`src/sv/stga_pkg.sv`:
```
// stga_pkg: widths, word types and register index codes for the strided
// tensor gather address unit. No dependencies.
`default_nettype none

package stga_pkg;

    localparam int NDIM      = 4;
    localparam int EXT_W     = 16;
    localparam int STR_W     = 24;
    localparam int IDX_W     = 32;
    localparam int OFS_W     = 42;
    localparam int PROD_W    = EXT_W + STR_W;
    localparam int CNT_W     = NDIM * EXT_W;
    localparam int CFG_IDX_W = 3;
    localparam int CFG_DAT_W = STR_W;

    typedef logic [EXT_W-1:0] ext_t;
    typedef logic [STR_W-1:0] stride_t;
    typedef logic [IDX_W-1:0] idx_t;
    typedef logic [OFS_W-1:0] ofs_t;

    localparam ext_t    EXT_ONE  = ext_t'(1);
    localparam stride_t STR_ZERO = stride_t'(0);
    localparam stride_t STR_ONE  = stride_t'(1);

    // configuration register indexes
    localparam logic [CFG_IDX_W-1:0] REG_EXTENT_DIM0 = 3'd0;
    localparam logic [CFG_IDX_W-1:0] REG_EXTENT_DIM1 = 3'd1;
    localparam logic [CFG_IDX_W-1:0] REG_EXTENT_DIM2 = 3'd2;
    localparam logic [CFG_IDX_W-1:0] REG_EXTENT_DIM3 = 3'd3;
    localparam logic [CFG_IDX_W-1:0] REG_STRIDE_DIM0 = 3'd4;
    localparam logic [CFG_IDX_W-1:0] REG_STRIDE_DIM1 = 3'd5;
    localparam logic [CFG_IDX_W-1:0] REG_STRIDE_DIM2 = 3'd6;
    localparam logic [CFG_IDX_W-1:0] REG_STRIDE_DIM3 = 3'd7;

endpackage

`default_nettype wire

```
`src/sv/stga_divider.sv`:
```
// stga_divider: pipelined restoring divider, one quotient bit per stage,
// 32-bit dividend by 16-bit divisor with a carried sideband. Uses stga_pkg.
`default_nettype none

module stga_divider
    import stga_pkg::*;
#(
    parameter int SIDE_W = 1
) (
    input  wire              aclk,
    input  wire              aresetn,
    input  wire              en,
    input  wire              in_valid,
    input  wire idx_t        in_dividend,
    input  wire ext_t        divisor,
    input  wire [SIDE_W-1:0] in_side,
    output logic             out_valid,
    output idx_t             quotient,
    output ext_t             remainder,
    output logic [SIDE_W-1:0] out_side
);

    logic              valid_reg [IDX_W];
    idx_t              num_reg   [IDX_W];
    ext_t              rem_reg   [IDX_W];
    logic [SIDE_W-1:0] side_reg  [IDX_W];

    genvar k;
    generate
        for (k = 0; k < IDX_W; k++) begin : g_stage
            logic              valid_in;
            idx_t              num_in;
            ext_t              rem_in;
            logic [SIDE_W-1:0] side_in;
            logic [EXT_W:0]    trial;
            logic [EXT_W:0]    diff;
            logic              fits;
            ext_t              rem_next;
            idx_t              num_next;

            if (k == 0) begin : g_first
                assign valid_in = in_valid;
                assign num_in   = in_dividend;
                assign rem_in   = '0;
                assign side_in  = in_side;
            end else begin : g_rest
                assign valid_in = valid_reg[k-1];
                assign num_in   = num_reg[k-1];
                assign rem_in   = rem_reg[k-1];
                assign side_in  = side_reg[k-1];
            end

            // shift in next dividend bit, subtract when it fits
            assign trial    = {rem_in, num_in[IDX_W-1]};
            assign diff     = trial - {1'b0, divisor};
            assign fits     = (trial >= {1'b0, divisor});
            assign rem_next = fits ? diff[EXT_W-1:0] : trial[EXT_W-1:0];
            assign num_next = {num_in[IDX_W-2:0], fits};

            always_ff @(posedge aclk) begin
                if (!aresetn) begin
                    valid_reg[k] <= 1'b0;
                end else if (en) begin
                    valid_reg[k] <= valid_in;
                end
            end

            always_ff @(posedge aclk) begin
                if (en) begin
                    num_reg[k]  <= num_next;
                    rem_reg[k]  <= rem_next;
                    side_reg[k] <= side_in;
                end
            end
        end
    endgenerate

    assign out_valid = valid_reg[IDX_W-1];
    assign quotient  = num_reg[IDX_W-1];
    assign remainder = rem_reg[IDX_W-1];
    assign out_side  = side_reg[IDX_W-1];

endmodule

`default_nettype wire

```
`config.mk`:
```
export PLATFORM = sky130hd
export DESIGN_NAME = stga_divider
export DESIGN_NICKNAME = d
export VERILOG_FILES = /design/src/sv/stga_pkg.sv /design/src/sv/stga_divider.sv
export SDC_FILE = /design/constraint.sdc
export NUM_CORES = 2
export LEC_CHECK = 0
export BUFFER_PORTS_ARGS = -buffer_cell sky130_fd_sc_hd__buf_2
export CORE_ASPECT_RATIO = 0.8
export CORE_MARGIN = 1.5
export CORE_UTILIZATION = 25
export DETAILED_ROUTE_END_ITERATION = 8
export GPL_ROUTABILITY_DRIVEN = 0
export GPL_TIMING_DRIVEN = 0
export HOLD_SLACK_MARGIN = 0.05
export PLACE_DENSITY = 0.47
export SYNTH_ARGS = -nofsm -noshare
export SYNTH_HDL_FRONTEND = slang
export SYNTH_SLANG_ARGS = --single-unit
```
`constraint.sdc`:
```
create_clock -name aclk -period 6.5 [get_ports aclk]
set_input_delay 1.3 -clock aclk [delete_from_list [all_inputs] [get_ports aclk]]
set_output_delay 1.3 -clock aclk [all_outputs]
set_load 0.01 [all_outputs]
```
=== Yosys cells after proc, flatten, opt, wreduce, memory -nomap -nowiden ===
Memory sizes are Yosys's and may differ from the RTL's.
Index checks and enable logic that the tools add are counted.

* Bitwise operators: 32
* Magnitude comparators: 32
* Mux-type cells: 69
* $add $sub $neg: 32

{| class="wikitable"
|+ Operators by type and width
! cell !! count
|-
| greater-or-equal comparator 17 x 16 -> 1 bit || 31
|-
| 2-to-1 mux 16 bit || 32
|-
| subtractor 16 bit || 31
|-
| 2-to-1 mux 1 bit || 37
|-
| OR 1 bit || 32
|-
| greater-or-equal comparator 1 x 16 -> 1 bit || 1
|-
| subtractor 1 x 16 -> 16 bit || 1
|}

* Bits in writable memories: 1600
* Input bits: 53
* Output and inout bits: 50
* Register bits after elaboration: 0
* Memories: 4
* Word-level logic and storage cells: 169

{| class="wikitable"
|+ Memory list
! memory !! depth !! width !! rd ports !! clocked after memory_dff !! wr ports !! RTL line !! source
|-
| num_reg || 32 || 32 || 32 || 0 || 32 || stga_divider.sv:24 || <nowiki>idx_t num_reg [IDX_W];</nowiki>
|-
| rem_reg || 32 || 16 || 32 || 0 || 32 || stga_divider.sv:25 || <nowiki>ext_t rem_reg [IDX_W];</nowiki>
|-
| side_reg || 32 || 1 || 32 || 0 || 32 || stga_divider.sv:26 || <nowiki>logic [SIDE_W-1:0] side_reg [IDX_W];</nowiki>
|-
| valid_reg || 32 || 1 || 32 || 0 || 32 || stga_divider.sv:23 || <nowiki>logic valid_reg [IDX_W];</nowiki>
|}

=== Logic depth before layout (Yosys ltp) ===
* Word-level depth: 4
* Gate-level depth with buffers: 14
* Mapped depth without buffers: 12

=== Worst setup path before layout ===
No wires, ideal clock.

* Path type: in2reg
* Start point: in divisor[1]
* End point: mem rem_reg[1][120] in the netlist's numbering, data pin
* Required time: 6.240 ns
* Path buffers: 2
* Cell stages on the path: 13
* Arrival: 4.741 ns
* Setup time: 0.260 ns
* Setup slack: 1.499 ns
* Path through: clkbuf_1 inv_1 ha_1 nor2b_4 o31ai_2 a211oi_1 o41ai_2 o311ai_1 o31ai_1 a21oi_1 a2111oi_4 buf_6 mux2_2

{| class="wikitable"
|+ RTL lines
! item !! RTL line !! source
|-
| start: declaration || stga_divider.sv:15 || <nowiki>input wire ext_t divisor,</nowiki>
|-
| end: declaration || stga_divider.sv:25 ||
|}

==> flow_summary_export.csv <==
group,metric,value,unit
power_and_ir_drop,p_switching,14400,uW
setup_path,crit_fanout,20,
synthesis,synth-seq-area-share,0.633,
clocking,numCtsBuffers,194,
sta,min_period,5.74,ns
final_layout,instances_no_fill,9940,
setup_path,path_cells,"buf_4 > buf_16 > clkbuf_1 > inv_4 > buf_12 > ha_1 > nor2b_1 > o21ai_0 > a21boi_0 > o311ai_0 > a41oi_1 > a21o_1 > o21a_1 > clkbuf_1 > clkbuf_1 > a21oi_1",
final_layout,largest_register_ffs,1024,
synthesis,ys_async_sr_fraction,0,
synthesis,synth.most_common_cell,"edfxtp_1",
detailed_routing,drt-total-wl,165,mm
setup_path,cp_common_cell,"clkbuf_1",
final_layout,nets,6362,
power_and_ir_drop,p_seq_frac,0.369,
synthesis,syn_avg_cell_area,13.9,sq um
power_and_ir_drop,p_leak,0.0322,uW
clocking,cts.sinks,1600,
placement,dp_hpwl,106,mm
sta,fin_skew,0.0683,ns
sta,fmax,174,MHz
power_and_ir_drop,power-per-cell-area,483,nW/um^2
clocking,post_cts_resized,0,
synthesis,ys_ff_latch,1600,
die,die-area,307000,sq um
die,initial_core_util,0.252,
sta,slew_headroom,0.136,
placement,portBuffers,102,
grt,grt_pass1_wl,257,mm
synthesis,yosys.area.top_type_share,0.633,
run_status,status,"completed",
placement,pre_cts_ws,-0.349,ns
clocking,hold_buffers,0,
sta,fin_ws,0.758,ns
detailed_routing,vias,44900,
sta,finalHoldViolCount,0,
detailed_routing,drc,0,
synthesis,syn_nets,6041,
synthesis,synth_cells,5459,
clocking,clock_latency,0.87,ns
clocking,post-cts-setup-buffers,0,
die,die_x,619,microns
detailed_routing,drt_iter0_markers,3390,
setup_path,slowest_delay,0.63,ns
final_layout,fillCellCount,30200,
setup_path,startpoint_type,"input pin",
die,core-area,301000,sq um
grt,grt_start_max_net_pins,172,
power_and_ir_drop,p_int,28300,uW
grt,grt_pass1_vias,44800,
clocking,clk_path_buf_depth,4,
power_and_ir_drop,pwr-share-comb,0.377,
detailed_routing,viasPerCell,4.52,
job,drv_cap,0,
synthesis,yosysWarnings,0,
synthesis,synth_area_leaders,"edfxtp_1 63%, ha_1 8.2%, mux2_2 3.6%",
detailed_routing,first_pass_iters,5,
final_layout,drive_gt1_frac,0.125,
placement,dp_cells,9588,
die,die_y,496,microns
synthesis,synth_edf_count,1599,
synthesis,syn_area,75900,sq um
synthesis,synth_top_area_cell,"edfxtp_1",
grt,antenna_found_initial,5,
die,ioPinCount,103,
sta,drv_slew,0,
power_and_ir_drop,p_sw_frac,0.338,
power_and_ir_drop,p_clk_frac,0.254,
clocking,cts_tree,"built",
final_layout,area_delta_synth_final,16.4,%
setup_path,endpoint_kind,"flip-flop",
sta,tightest_slew,1.28,ns
power_and_ir_drop,ir_drop,249,uV
clocking,clockRootBuffer,"clkbuf_16",
detailed_routing,wl_per_cell,16.6,microns
setup_path,crit_required,7.01,ns
setup_path,worstSetupPathType,"in2reg",
sta,finalSetupViolations,0,
synthesis,netlist_top_cells_count,"1,599 x edfxtp_1, 498 x ha_1, 367 x a21oi_1",
clocking,path_clk_slew,0.06,ns
synthesis,synth.distinct_cells,83,
sta,hold-worst-slack,0.366,ns
setup_path,arrival,6.25,ns
synthesis,ys.flop_type,"edfxtp_1",
setup_path,cp_slowest_cell,"a21oi_1",
min_path,hold_path_class,"reg2reg",
grt,grt_use_total,0.105,
final_layout,utilization,0.293,
sta,rsz0062_at_grt,"false",
die,rows,180,
clocking,htreeDepth,4,
grt,gr-total-overflow,0,
detailed_routing,postRouteAntennaNets,0,
sta,fin_crit_sh,0.883,
[path summary, 6_finish.rpt]
check,start,end,slack (ns),cells past startpoint
hold reg to reg,num_reg[0][289],num_reg[0][322],0.37,0
hold / removal,num_reg[0][289],num_reg[0][322],0.37,0
setup reg to reg,rem_reg[0][224],rem_reg[0][241],2.31,10
setup / recovery,divisor[1],rem_reg[1][242],0.76,16
[final cells by class]
cell class              instances  area (sq um)  share of cell area
clock buffers                 219          5000              0.0566
multi-input cells            3583         26800               0.303
flip-flops and latches       1600         48000               0.544
clock inverters               131          1310              0.0149
repair buffers                125          1110              0.0126
diodes                          2          5.00           0.0000566
well taps                    4004          5010              0.0567
plain buffers                  79           350             0.00396
inverters                     197           759             0.00859
[power groups by stage]
stage	Combinational (uW)	Clock [uW]	Sequential [uW]
after floorplan	12200	0	15500
after global placement	15600	0	16500
after detailed placement	15900	0	16000
after CTS	16100	11400	15800
after global routing	18000	11700	16000
final	16100	10800	15800
[kinds of logic (layout without fill, tap and decap cells)]
family,count (synthesis),count (layout),share of synthesized area
DFF,1600,1600,0.633
muxes,300,300,0.0438
adders and majority gates,529,529,0.0903
xor gates and xnor gates,352,352,0.0406
AOI/OAI and AO/OA,1200,1200,0.0999
other,0,2,0
and+or+nand+nor,1202,1202,0.0782
buffers and inverters,276,751,0.0144
[worst max-delay path, delay by kind of cell]
family                     cells  cell delay, ns
adders and majority gates      1            0.36
and+or+nand+nor                1            0.14
AOI/OAI and AO/OA              7            2.15
buffers and inverters          7            2.19
[routing by layer]
metal  wire length [microns]  part of all wire  vias to the layer above  track usage
met5                      23           0.00014                        -            0
met1                   81600              0.49                    22000        0.151
li1                        -                 -                    21700            -
met3                    8310             0.050                      295       0.0221
met4                    4530             0.027                        4       0.0309
met2                   70700              0.43                      913        0.159
[cells in the final DEF, fill, tap and decap left out, types with 16 or more instances in the layout]
cell type,netlist,layout
xnor2_1,227,227
o31ai_1,25,25
or2_2,17,17
o211ai_1,21,21
o21bai_1,24,24
o31a_1,32,32
xor2_1,125,125
buf_16,0,16
o21a_1,82,82
buf_2,13,112
or3_1,32,32
edfxtp_1,1599,1599
mux2i_1,44,44
ha_1,498,498
fa_1,31,31
o21ai_0,271,271
a21o_1,128,128
and3_1,56,56
clkbuf_16,0,196
nor4_1,31,31
bufinv_16,0,21
a21oi_1,367,367
mux2_2,242,242
clkinvlp_4,0,20
nand3_1,80,80
clkinv_2,0,44
a31oi_1,48,48
a211oi_1,38,38
nand4_1,58,58
clkbuf_1,57,79
clkinv_1,1,33
nor2_1,366,366
inv_1,196,181
a21boi_0,37,37
nor3_1,86,86
nand2b_1,66,65
nand2_1,242,242
nor2b_1,107,107
[metrics by stage]
stage	setup TNS, ns	power (uW)	instance area (sq um)
6_report	0	42700	88400
5_1_grt	0	45700	88400
4_1_cts	0	43300	88400
3_5_place_dp	-1.08	31900	82000
3_3_place_gp	-	32200	81400
2_1_floorplan	0	27700	75900
Note: power is estimated with default switching activity, not from simulation.
